## src/hw/rtl/lrdd_pkg.sv

```systemverilog
`timescale 1ns / 1ps
`default_nettype none

package lrdd_pkg;

  localparam int NUM_SENSORS  = 18;
  localparam int SAMPLE_BITS  = 10;
  localparam int MARGIN_BITS  = 10;
  localparam int IDX_BITS     = 5;
  localparam int SUM_BITS     = 20;
  localparam int ROM_BITS     = 16;
  localparam int CW           = 23;
  localparam int ZW           = 27;
  localparam int FRAC_BITS    = 16;
  localparam int CORDIC_STEPS = 16;
  localparam int K_BITS       = 4;
  localparam int PAIRS        = 9;
  localparam int CORNER_FIRST = 4;
  localparam int SW = ((SAMPLE_BITS > MARGIN_BITS) ? SAMPLE_BITS : MARGIN_BITS) + 1;

  localparam logic [MARGIN_BITS-1:0] MARGIN_RESET = MARGIN_BITS'(35);
  localparam logic [7:0]             ANGLE_NONE   = 8'd250;
  localparam logic [3:0]             DEPTH_NONE   = 4'd15;
  localparam logic [1:0]             CORNER_NONE  = 2'd0;
  localparam logic [1:0]             CORNER_RIGHT = 2'd1;
  localparam logic [1:0]             CORNER_LEFT  = 2'd2;

  localparam logic signed [ZW-1:0] Z_DEG90  = 27'sd5898240;
  localparam logic signed [ZW-1:0] Z_DEG180 = 27'sd11796480;
  localparam logic signed [ZW-1:0] Z_DEG360 = 27'sd23592960;

  // Q14 unit vectors, sensor i at i*20 degrees
  localparam logic signed [ROM_BITS-1:0] RING_COS [NUM_SENSORS] = '{
    16'sd16384, 16'sd15396, 16'sd12551, 16'sd8192, 16'sd2845, -16'sd2845,
    -16'sd8192, -16'sd12551, -16'sd15396, -16'sd16384, -16'sd15396, -16'sd12551,
    -16'sd8192, -16'sd2845, 16'sd2845, 16'sd8192, 16'sd12551, 16'sd15396};
  localparam logic signed [ROM_BITS-1:0] RING_SIN [NUM_SENSORS] = '{
    16'sd0, 16'sd5604, 16'sd10531, 16'sd14189, 16'sd16135, 16'sd16135,
    16'sd14189, 16'sd10531, 16'sd5604, 16'sd0, -16'sd5604, -16'sd10531,
    -16'sd14189, -16'sd16135, -16'sd16135, -16'sd14189, -16'sd10531, -16'sd5604};

  // atan(2^-k) in degrees * 65536
  localparam logic signed [ZW-1:0] ATAN_TAB [CORDIC_STEPS] = '{
    27'sd2949120, 27'sd1740967, 27'sd919879, 27'sd466945, 27'sd234379,
    27'sd117304, 27'sd58666, 27'sd29335, 27'sd14668, 27'sd7334, 27'sd3667,
    27'sd1833, 27'sd917, 27'sd458, 27'sd229, 27'sd115};

  typedef struct packed {
    logic              take;
    logic              prep;
    logic              step;
    logic              load;
    logic [K_BITS-1:0] k;
  } lrdd_cmd_t;

  typedef struct packed {
    logic close;
    logic prep_done;
    logic y_zero_next;
    logic out_free;
  } lrdd_status_t;

endpackage

`default_nettype wire

```

## src/hw/rtl/lrdd_if.sv

```systemverilog
`timescale 1ns / 1ps
`default_nettype none

interface lrdd_in_if import lrdd_pkg::*; ();
  logic                   valid;
  logic                   ready;
  logic                   kind;
  logic [IDX_BITS-1:0]    sensor_index;
  logic [SAMPLE_BITS-1:0] reading;
  logic                   frame_end;

  modport source (output valid, kind, sensor_index, reading, frame_end, input ready);
  modport sink (input valid, kind, sensor_index, reading, frame_end, output ready);
endinterface

interface lrdd_out_if import lrdd_pkg::*; ();
  logic                   valid;
  logic                   ready;
  logic                   line_found;
  logic [7:0]             angle_half;
  logic [3:0]             line_depth;
  logic [1:0]             corner_side;
  logic [NUM_SENSORS-1:0] detected_mask;

  modport source (output valid, line_found, angle_half, line_depth, corner_side,
                  detected_mask, input ready);
  modport sink (input valid, line_found, angle_half, line_depth, corner_side,
                detected_mask, output ready);
endinterface

interface lrdd_cfg_if import lrdd_pkg::*; ();
  logic                   valid;
  logic                   ready;
  logic [MARGIN_BITS-1:0] detect_margin;

  modport source (output valid, detect_margin, input ready);
  modport sink (input valid, detect_margin, output ready);
endinterface

`default_nettype wire

```

## src/hw/rtl/lrdd_ctrl.sv

```systemverilog
`timescale 1ns / 1ps
`default_nettype none

module lrdd_ctrl import lrdd_pkg::*; (
  input  logic         clk_i,
  input  logic         rst_ni,
  input  logic         in_valid_i,
  output logic         in_ready_o,
  input  lrdd_status_t status_i,
  output lrdd_cmd_t    cmd_o
);

  typedef enum logic [3:0] {
    ST_IDLE = 4'b0001,
    ST_PREP = 4'b0010,
    ST_ITER = 4'b0100,
    ST_FIN  = 4'b1000
  } lrdd_state_e;

  lrdd_state_e       state_q, state_d;
  logic [K_BITS-1:0] k_q, k_d;

  always_comb begin
    state_d    = state_q;
    k_d        = k_q;
    in_ready_o = 1'b0;
    cmd_o      = '0;
    cmd_o.k    = k_q;
    case (state_q)
      ST_IDLE: begin
        in_ready_o = 1'b1;
        k_d        = '0;
        if (in_valid_i) begin
          cmd_o.take = 1'b1;
          if (status_i.close) begin
            state_d = ST_PREP;
          end
        end
      end
      ST_PREP: begin
        cmd_o.prep = 1'b1;
        state_d    = status_i.prep_done ? ST_FIN : ST_ITER;
      end
      ST_ITER: begin
        cmd_o.step = 1'b1;
        k_d        = k_q + 1'b1;
        if (k_q == K_BITS'(CORDIC_STEPS - 1) || status_i.y_zero_next) begin
          state_d = ST_FIN;
        end
      end
      ST_FIN: begin
        if (status_i.out_free) begin
          cmd_o.load = 1'b1;
          state_d    = ST_IDLE;
        end
      end
      default: begin
        state_d = ST_IDLE;
      end
    endcase
  end

  always_ff @(posedge clk_i or negedge rst_ni) begin
    if (!rst_ni) begin
      state_q <= ST_IDLE;
      k_q     <= '0;
    end else begin
      state_q <= state_d;
      k_q     <= k_d;
    end
  end

endmodule

`default_nettype wire

```

## src/hw/rtl/lrdd_dp.sv

```systemverilog
`timescale 1ns / 1ps
`default_nettype none

module lrdd_dp import lrdd_pkg::*; (
  input  logic                   clk_i,
  input  logic                   rst_ni,
  input  lrdd_cmd_t              cmd_i,
  output lrdd_status_t           status_o,
  input  logic                   kind_i,
  input  logic [IDX_BITS-1:0]    sensor_index_i,
  input  logic [SAMPLE_BITS-1:0] reading_i,
  input  logic                   frame_end_i,
  input  logic                   cfg_valid_i,
  input  logic [MARGIN_BITS-1:0] cfg_margin_i,
  output logic                   out_valid_o,
  input  logic                   out_ready_i,
  output logic                   line_found_o,
  output logic [7:0]             angle_half_o,
  output logic [3:0]             line_depth_o,
  output logic [1:0]             corner_side_o,
  output logic [NUM_SENSORS-1:0] detected_mask_o
);

  logic [MARGIN_BITS-1:0] margin_q;
  logic [SAMPLE_BITS-1:0] cal_q [NUM_SENSORS];
  logic [NUM_SENSORS-1:0] fmask_q, wmask_q;
  logic [SUM_BITS-1:0]    sum_x_q, sum_y_q;
  logic signed [CW-1:0]   x_q, y_q;
  logic signed [ZW-1:0]   z_q;
  logic [3:0]             held_q;
  logic [1:0]             corner_q;

  logic                   out_valid_q;
  logic                   out_found_q;
  logic [7:0]             out_angle_q;
  logic [3:0]             out_depth_q;
  logic [1:0]             out_corner_q;
  logic [NUM_SENSORS-1:0] out_mask_q;

  // reading intake
  logic [SAMPLE_BITS-1:0]     cal_sel;
  logic signed [ROM_BITS-1:0] cos_sel, sin_sel;
  logic [NUM_SENSORS-1:0]     idx_hot, mask_n;
  logic                       idx_ok, hit;
  logic [SW-1:0]              thr;
  logic [SUM_BITS-1:0]        sum_x_n, sum_y_n;

  always_comb begin
    cal_sel = '1;
    cos_sel = '0;
    sin_sel = '0;
    idx_hot = '0;
    for (int i = 0; i < NUM_SENSORS; i++) begin
      if (sensor_index_i == IDX_BITS'(i)) begin
        cal_sel    = cal_q[i];
        cos_sel    = RING_COS[i];
        sin_sel    = RING_SIN[i];
        idx_hot[i] = 1'b1;
      end
    end
    idx_ok  = sensor_index_i < IDX_BITS'(NUM_SENSORS);
    thr     = SW'(reading_i) + SW'(margin_q);
    hit     = !kind_i && idx_ok && (thr < SW'(cal_sel));
    mask_n  = fmask_q | (hit ? idx_hot : '0);
    sum_x_n = sum_x_q + (hit ? {{(SUM_BITS-ROM_BITS){cos_sel[ROM_BITS-1]}}, cos_sel} : '0);
    sum_y_n = sum_y_q + (hit ? {{(SUM_BITS-ROM_BITS){sin_sel[ROM_BITS-1]}}, sin_sel} : '0);
  end

  // depth and corner from the closed frame mask
  logic [NUM_SENSORS+1:0] pm;
  logic                   dep_hit;
  logic [3:0]             dep_sel;
  logic [1:0]             corner_d;

  always_comb begin
    int mi;
    logic l, r;
    pm       = {1'b0, wmask_q, 1'b0};
    dep_hit  = 1'b0;
    dep_sel  = DEPTH_NONE;
    corner_d = CORNER_NONE;
    for (int i = PAIRS - 1; i >= 0; i--) begin
      mi = NUM_SENSORS - 1 - i;
      l  = pm[i+1];
      r  = pm[mi+1];
      if ((l && r) || (l && (pm[mi] || pm[mi+2])) || (r && (pm[i] || pm[i+2]))) begin
        dep_hit = 1'b1;
        dep_sel = 4'(i + 1);
      end
    end
    for (int i = PAIRS - 1; i >= CORNER_FIRST; i--) begin
      mi = NUM_SENSORS - 1 - i;
      if (pm[i+1]) begin
        if (!pm[mi] && !pm[mi+1] && !pm[mi+2]) begin
          corner_d = CORNER_LEFT;
        end
      end else if (pm[mi+1]) begin
        if (!pm[i] && !pm[i+1] && !pm[i+2]) begin
          corner_d = CORNER_RIGHT;
        end
      end
    end
  end

  // quadrant fold and special angles
  logic signed [CW-1:0] px, py;
  logic signed [ZW-1:0] pz;
  logic                 y_pos;

  always_comb begin
    y_pos = !y_q[CW-1] && (y_q != '0);
    px    = x_q;
    py    = y_q;
    pz    = '0;
    if (y_q == '0) begin
      pz = x_q[CW-1] ? Z_DEG180 : '0;
    end else if (x_q == '0) begin
      pz = y_pos ? Z_DEG90 : -Z_DEG90;
    end else if (x_q[CW-1]) begin
      if (y_pos) begin
        px = y_q;
        py = -x_q;
        pz = Z_DEG90;
      end else begin
        px = -y_q;
        py = x_q;
        pz = -Z_DEG90;
      end
    end
  end

  // one CORDIC vectoring step
  logic signed [CW-1:0] xs, ys, nx, ny;
  logic signed [ZW-1:0] nz;

  always_comb begin
    xs = x_q >>> cmd_i.k;
    ys = y_q >>> cmd_i.k;
    if (y_pos) begin
      nx = x_q + ys;
      ny = y_q - xs;
      nz = z_q + ATAN_TAB[cmd_i.k];
    end else begin
      nx = x_q - ys;
      ny = y_q + xs;
      nz = z_q - ATAN_TAB[cmd_i.k];
    end
  end

  // final angle
  logic signed [ZW-1:0] tot, tot_c;
  logic [7:0]           half_d;

  always_comb begin
    tot = z_q + Z_DEG180;
    if (tot < 0) begin
      tot_c = '0;
    end else if (tot > Z_DEG360) begin
      tot_c = Z_DEG360;
    end else begin
      tot_c = tot;
    end
    half_d = tot_c[FRAC_BITS+8:FRAC_BITS+1];
  end

  assign status_o.close       = !kind_i && frame_end_i;
  assign status_o.prep_done   = (wmask_q == '0) || (y_q == '0) || (x_q == '0);
  assign status_o.y_zero_next = (ny == '0);
  assign status_o.out_free    = !out_valid_q || out_ready_i;

  always_ff @(posedge clk_i or negedge rst_ni) begin
    if (!rst_ni) begin
      margin_q <= MARGIN_RESET;
      for (int i = 0; i < NUM_SENSORS; i++) begin
        cal_q[i] <= '1;
      end
      fmask_q     <= '0;
      sum_x_q     <= '0;
      sum_y_q     <= '0;
      held_q      <= DEPTH_NONE;
      out_valid_q <= 1'b0;
    end else begin
      if (cfg_valid_i) begin
        margin_q <= cfg_margin_i;
      end
      if (cmd_i.take) begin
        if (kind_i) begin
          for (int i = 0; i < NUM_SENSORS; i++) begin
            if (idx_hot[i] && reading_i < cal_q[i]) begin
              cal_q[i] <= reading_i;
            end
          end
        end else if (frame_end_i) begin
          fmask_q <= '0;
          sum_x_q <= '0;
          sum_y_q <= '0;
        end else begin
          fmask_q <= mask_n;
          sum_x_q <= sum_x_n;
          sum_y_q <= sum_y_n;
        end
      end
      if (cmd_i.prep) begin
        if (wmask_q == '0) begin
          held_q <= DEPTH_NONE;
        end else if (dep_hit) begin
          held_q <= dep_sel;
        end
      end
      if (cmd_i.load) begin
        out_valid_q <= 1'b1;
      end else if (out_ready_i) begin
        out_valid_q <= 1'b0;
      end
    end
  end

  always_ff @(posedge clk_i) begin
    if (cmd_i.take && status_o.close) begin
      wmask_q <= mask_n;
      x_q     <= CW'($signed(sum_x_n));
      y_q     <= CW'($signed(sum_y_n));
    end else if (cmd_i.prep) begin
      x_q      <= px;
      y_q      <= py;
      z_q      <= pz;
      corner_q <= corner_d;
    end else if (cmd_i.step) begin
      x_q <= nx;
      y_q <= ny;
      z_q <= nz;
    end
    if (cmd_i.load) begin
      out_found_q  <= (wmask_q != '0);
      out_angle_q  <= (wmask_q != '0) ? half_d : ANGLE_NONE;
      out_depth_q  <= held_q;
      out_corner_q <= corner_q;
      out_mask_q   <= wmask_q;
    end
  end

  assign out_valid_o     = out_valid_q;
  assign line_found_o    = out_found_q;
  assign angle_half_o    = out_angle_q;
  assign line_depth_o    = out_depth_q;
  assign corner_side_o   = out_corner_q;
  assign detected_mask_o = out_mask_q;

`ifndef ASSERT_OFF
  a_x_positive: assert property (@(posedge clk_i) disable iff (!rst_ni)
    cmd_i.step |-> (!x_q[CW-1] && x_q != '0))
    else $error("cordic x not positive during step");

  a_empty_frame: assert property (@(posedge clk_i) disable iff (!rst_ni)
    (out_valid_q && !out_found_q) |->
      (out_angle_q == ANGLE_NONE && out_depth_q == DEPTH_NONE &&
       out_corner_q == CORNER_NONE && out_mask_q == '0))
    else $error("empty frame result inconsistent");

  a_angle_range: assert property (@(posedge clk_i) disable iff (!rst_ni)
    (out_valid_q && out_found_q) |-> (out_angle_q <= 8'd180 && out_mask_q != '0))
    else $error("found frame angle out of range");
`endif

endmodule

`default_nettype wire

```

## src/hw/rtl/line_ring_direction_depth_unit.sv

```systemverilog
// Measurement and calibration transactions are taken in one cycle each.
// A frame-closing transaction yields its result after a fold state, up to 16
// CORDIC steps (stopping when y reaches zero) and a load once output is free.
// Input is held off from acceptance of a frame-closing transaction until the
// result is in the output register; that register lets the next frame start.
// Async active-low reset: minima to full scale, margin 35, depth 15, sums clear.
`timescale 1ns / 1ps
`default_nettype none

module line_ring_direction_depth_unit import lrdd_pkg::*; (
  input  logic        clk_i,
  input  logic        rst_ni,
  lrdd_cfg_if.sink    cfg_i,
  lrdd_in_if.sink     sample_i,
  lrdd_out_if.source  result_o
);

  lrdd_cmd_t    cmd;
  lrdd_status_t status;
  logic         in_ready;

  assign sample_i.ready = in_ready;
  assign cfg_i.ready    = 1'b1;

  lrdd_ctrl u_ctrl (
    .clk_i      (clk_i),
    .rst_ni     (rst_ni),
    .in_valid_i (sample_i.valid),
    .in_ready_o (in_ready),
    .status_i   (status),
    .cmd_o      (cmd)
  );

  lrdd_dp u_dp (
    .clk_i           (clk_i),
    .rst_ni          (rst_ni),
    .cmd_i           (cmd),
    .status_o        (status),
    .kind_i          (sample_i.kind),
    .sensor_index_i  (sample_i.sensor_index),
    .reading_i       (sample_i.reading),
    .frame_end_i     (sample_i.frame_end),
    .cfg_valid_i     (cfg_i.valid),
    .cfg_margin_i    (cfg_i.detect_margin),
    .out_valid_o     (result_o.valid),
    .out_ready_i     (result_o.ready),
    .line_found_o    (result_o.line_found),
    .angle_half_o    (result_o.angle_half),
    .line_depth_o    (result_o.line_depth),
    .corner_side_o   (result_o.corner_side),
    .detected_mask_o (result_o.detected_mask)
  );

endmodule

`default_nettype wire

```

## src/flat_wrapper.sv

```systemverilog
// flat-port wrapper written by rule: the top's interface ports become plain ports
module line_ring_direction_depth_unit_flat import lrdd_pkg::*;
  (clk_i, rst_ni, cfg_i_valid, cfg_i_detect_margin, cfg_i_ready, sample_i_valid, sample_i_kind, sample_i_sensor_index, sample_i_reading, sample_i_frame_end, sample_i_ready, result_o_valid, result_o_line_found, result_o_angle_half, result_o_line_depth, result_o_corner_side, result_o_detected_mask, result_o_ready);
  lrdd_cfg_if cfg_i_i ();
  lrdd_in_if sample_i_i ();
  lrdd_out_if result_o_i ();
  input  logic clk_i;
  input  logic rst_ni;
  input wire logic [$bits(cfg_i_i.valid)-1:0] cfg_i_valid;
  input wire logic [$bits(cfg_i_i.detect_margin)-1:0] cfg_i_detect_margin;
  output wire logic [$bits(cfg_i_i.ready)-1:0] cfg_i_ready;
  input wire logic [$bits(sample_i_i.valid)-1:0] sample_i_valid;
  input wire logic [$bits(sample_i_i.kind)-1:0] sample_i_kind;
  input wire logic [$bits(sample_i_i.sensor_index)-1:0] sample_i_sensor_index;
  input wire logic [$bits(sample_i_i.reading)-1:0] sample_i_reading;
  input wire logic [$bits(sample_i_i.frame_end)-1:0] sample_i_frame_end;
  output wire logic [$bits(sample_i_i.ready)-1:0] sample_i_ready;
  output wire logic [$bits(result_o_i.valid)-1:0] result_o_valid;
  output wire logic [$bits(result_o_i.line_found)-1:0] result_o_line_found;
  output wire logic [$bits(result_o_i.angle_half)-1:0] result_o_angle_half;
  output wire logic [$bits(result_o_i.line_depth)-1:0] result_o_line_depth;
  output wire logic [$bits(result_o_i.corner_side)-1:0] result_o_corner_side;
  output wire logic [$bits(result_o_i.detected_mask)-1:0] result_o_detected_mask;
  input wire logic [$bits(result_o_i.ready)-1:0] result_o_ready;
  assign cfg_i_i.valid = cfg_i_valid;
  assign cfg_i_i.detect_margin = cfg_i_detect_margin;
  assign cfg_i_ready = cfg_i_i.ready;
  assign sample_i_i.valid = sample_i_valid;
  assign sample_i_i.kind = sample_i_kind;
  assign sample_i_i.sensor_index = sample_i_sensor_index;
  assign sample_i_i.reading = sample_i_reading;
  assign sample_i_i.frame_end = sample_i_frame_end;
  assign sample_i_ready = sample_i_i.ready;
  assign result_o_valid = result_o_i.valid;
  assign result_o_line_found = result_o_i.line_found;
  assign result_o_angle_half = result_o_i.angle_half;
  assign result_o_line_depth = result_o_i.line_depth;
  assign result_o_corner_side = result_o_i.corner_side;
  assign result_o_detected_mask = result_o_i.detected_mask;
  assign result_o_i.ready = result_o_ready;
  line_ring_direction_depth_unit u_core (.clk_i(clk_i), .rst_ni(rst_ni), .cfg_i(cfg_i_i), .sample_i(sample_i_i), .result_o(result_o_i));
endmodule
```

## config.mk

```make
export PLATFORM = sky130hd
export DESIGN_NAME = line_ring_direction_depth_unit_flat
export DESIGN_NICKNAME = d
export VERILOG_FILES = /design/src/hw/rtl/lrdd_pkg.sv /design/src/hw/rtl/lrdd_if.sv /design/src/hw/rtl/lrdd_ctrl.sv /design/src/hw/rtl/lrdd_dp.sv /design/src/hw/rtl/line_ring_direction_depth_unit.sv /design/src/flat_wrapper.sv
export SDC_FILE = /design/constraint.sdc
export NUM_CORES = 1
export LEC_CHECK = 0
export ABC_AREA = 1
export BUFFER_PORTS_ARGS = -buffer_cell sky130_fd_sc_hd__buf_2
export CORE_AREA = 2 2 258 362
export CTS_CLUSTER_DIAMETER = 60
export CTS_CLUSTER_SIZE = 40
export DETAILED_ROUTE_END_ITERATION = 10
export DIE_AREA = 0 0 260 364
export GPL_ROUTABILITY_DRIVEN = 0
export GPL_TIMING_DRIVEN = 0
export MAX_ROUTING_LAYER = met4
export PLACE_DENSITY = 0.46
export SLEW_MARGIN = 20
export SYNTH_ARGS = -nofsm -noshare
export SYNTH_HDL_FRONTEND = slang
export SYNTH_HIERARCHICAL = 1
export SYNTH_SLANG_ARGS = --single-unit
```

## constraint.sdc

```tcl
create_clock -name clk_i -period 6.2 [get_ports clk_i]
set_input_delay 1.24 -clock clk_i [delete_from_list [all_inputs] [get_ports clk_i]]
set_output_delay 1.24 -clock clk_i [all_outputs]
set_load 0.005 [all_outputs]
```

==> flow_summary.ini <==
[status]
status = complete, but fails checks
violations = setup timing

[global_route]
grt_antenna_before_repair = 1
grt_pass1_vias = 30700
grt_max_degree = 89
grt_overflow = 0
grt_pass1_wl_um = 191000
track_usage_pct = 27.8

[finish]
nets = 4839
fillCellCount = 9587
final_cell_mix = 910 x nand2_1, 484 x inv_1, 430 x o21ai_0
final_common_cell = nand2_1
syn_to_final_growth_pct = 20.2
drive_gt1_share_pct = 19.4
diodes = 0
final_core_util_pct = 41.7
finalNonFillerCells = 5739

[worst_setup_path]
cp-end-kind = flop
critical_path_required_ns = 6.52
max_stage_delay_ns = 0.35
cp-start-kind = primary input
cp_slowest_cell = nor2_4
arrival_ns = 6.53
crit_fanout = 8
crit_type = primary input to flop
critical_path.most_common_cell = o21ai_2

[yosys]
synthDistinctLibCells = 69
synth_area_leaders = dfstp_2 16%, edfxtp_1 12%, ha_1 12%
synthFlopType = dfstp_2
synth_nets = 4589
syn_inst = 4250
synth_top_area_share_pct = 15.5
synth-seq-cells = 387
synthArstFlopShare_pct = 67.4
yosys_warnings = 6
synth_edf_count = 126
syn_avg_cell_area_um2 = 7.49
yosysTopAreaCell = dfstp_2
seq_area_frac_synth_pct = 33.2
syn_area_um2 = 31800

[floorplanning]
rows = 132
coreArea_um2 = 91700
die_x_um = 260
initial_core_util_pct = 34.7
dieArea_um2 = 94600
pin_count = 68
die_y_um = 364

[timing]
period_minus_slack_ns = 6.21
period_share_pct = 100
rsz0062_at_grt = yes
max_freq_ghz = 0.161
worst_slew_pin_slew_ns = 1.20
hold_viol = 0
setup_viol = 1
setup_slack_ns = -0.0109
drv_slew = 0
finClkSkew_ns = 0.0388
slew-limit-headroom_pct = 20.2

[power]
clock_power_share_pct = 12.5
pwr-share-comb_pct = 66.7
power.leakage_uw = 0.0162
p_int_uw = 10300
ir_worst_vdd_v = 0.000301
swShare_pct = 52.4
p_seq_share_pct = 20.8
power_density_nw_per_um2 = 567
p_sw_uw = 11400

[job]
cap_violations = 0

[routing]
num_vias = 30800
avgViaCountPerCell = 5.37
drt-total-wl_um = 129000
antenna_left = 0
drt_first_iter_violations = 2101
firstDrtPassIters = 5
drc_errors = 0
wl_per_cell_um = 22.4

[clocking]
cts-buffers-inserted = 41
clock-sinks = 387
htree_levels = 2
clk_latency_ns = 0.61
cts-root-to-sink-buffers = 3
cts_tree = yes
clk_pin_slew_ns = 0.07
cts_root_buffer = clkbuf_16

[placed_design]
dp_hpwl_um = 97800
placed_cells_incl_taps = 5525
port_buffers = 65

[worst_hold_path]
holdCritPathClass = flop to flop
[flip-flops by register name, indices dropped and copies added (netlist names)]
signal / cells
u_core/u_dp/cal_q: 180
u_core/u_dp/z_q: 27
u_core/u_dp/x_q: 23
u_core/u_dp/y_q: 23
u_core/u_dp/sum_x_q: 20
u_core/u_dp/sum_y_q: 20
u_core/u_dp/detected_mask_o: 18
u_core/u_dp/fmask_q: 18
u_core/u_dp/wmask_q: 18
u_core/u_dp/margin_q: 10
u_core/u_dp/angle_half_o: 8
u_core/u_ctrl/k_q: 4
u_core/u_ctrl/state_q: 4
u_core/u_dp/held_q: 4
u_core/u_dp/line_depth_o: 4
u_core/u_dp/corner_q: 2
u_core/u_dp/corner_side_o: 2
u_core/u_dp/line_found_o: 1
u_core/u_dp/out_valid_o: 1
[metal layers]
metal	global-route usage (%)	vias to the layer above	routed length (µm)
met5	-	-	0
met4	16.5	0	9150
met3	2.48	346	4680
met2	50.0	832	66200
met1	29.4	14600	48700
li1	-	15000	-
[final cells by class]
class / instances / area, µm² / area share [%]
timing repair inverter: 1 / 5.00 / 0.0131
buffer: 153 / 881 / 2.30
clock buffer: 45 / 1090 / 2.86
multi-input combinational: 3187 / 20100 / 52.6
sequential: 387 / 10600 / 27.6
clock inverter: 31 / 360 / 0.942
tap: 1206 / 1510 / 3.95
timing repair buffer: 204 / 1690 / 4.43
inverter: 525 / 2020 / 5.27
[synth_stat cells, types with 34 or more instances]
library cell and n:
a21oi_1 296, a31oi_1 34, clkbuf_1 95, dfrtp_1 73
dfstp_2 188, edfxtp_1 126, ha_1 301, inv_1 500
nand2_1 941, nand3_1 170, nor2_1 281, nor3_1 49
o211ai_1 42, o21ai_0 472, o21ai_1 52, xnor2_1 49
xor2_1 116
[critical path, delay by kind of cell]
family,cells,cell delay (ns)
XOR/XNOR,1,0.16
buffers and inverters,8,1.06
AND/OR/NAND/NOR,8,1.14
adder cells (fa/ha/maj),2,0.53
AO/OA/AOI/OAI,16,2.38
[timing repair]
item                       4_1_cts  5_1_grt
hold buffers                     0        0
cloned                           6        0
gates resized for setup        317      141
pin swaps                       83      109
buffers inserted                96       40
setup endpoints to repair       90       50
[kinds of logic (layout without fill, tap and decap cells)]
family	after synthesis	count (layout)	synth area share, %
DFF	387	387	33.2
adders and majority gates	307	307	12.2
other	1	1	0.0118
AOI/OAI and AO/OA	1126	1126	20.3
buffers and inverters	678	959	8.49
xor gates and xnor gates	165	165	4.54
and+or+nand+nor	1570	1572	20.7
muxes	16	16	0.543
[power by group through the flow]
| stage | clock (µW) | sequential (µW) | combinational (µW) |
|---|---|---|---|
| 6_report | 2700 | 4510 | 14500 |
| 3_3_place_gp | 0 | 4530 | 13800 |
| 2_1_floorplan | 0 | 4130 | 10200 |
| 3_5_place_dp | 0 | 4520 | 13800 |
| 5_1_grt | 2880 | 4540 | 16200 |
| 4_1_cts | 2800 | 4480 | 14200 |
[stage by stage]
| step | worst slack [ns] | TNS [ns] | hold slack [ns] | instance area (µm²) | total power (µW) |
|---|---|---|---|---|---|
| after floorplan | 0.0242 | 0 | 0.400 | 31800 | 14300 |
| after global placement | -2.92 | -286.49 | 0.407 | 33700 | 18400 |
| after detailed placement | -2.91 | -179.27 | 0.407 | 33800 | 18300 |
| after CTS | -0.0392 | -0.0605 | 0.425 | 37300 | 21500 |
| after global routing | -0.108 | -0.737 | 0.433 | 38200 | 23600 |
| final | -0.0109 | -0.0109 | 0.421 | 38200 | 21700 |
[final timing paths]
check | startpoint | slack, ns | depth (start not counted) | end
setup / recovery | sample_i_sensor_index[2] | -0.01 | 35 | u_core/u_dp/x_q[15]
hold / removal | u_core/u_dp/corner_q[1] | 0.42 | 0 | u_core/u_dp/corner_side_o[1]
setup reg to reg | u_core/u_dp/y_q[0] | 0.39 | 37 | u_core/u_ctrl/state_q[3]
hold reg to reg | u_core/u_dp/corner_q[1] | 0.42 | 0 | u_core/u_dp/corner_side_o[1]
max in group asynchronous | rst_ni | 4.75 | 2 | u_core/u_ctrl/k_q[0]
min in group asynchronous | rst_ni | 0.84 | 1 | u_core/u_dp/cal_q[37]
Note: power is estimated with default switching activity, not from simulation.
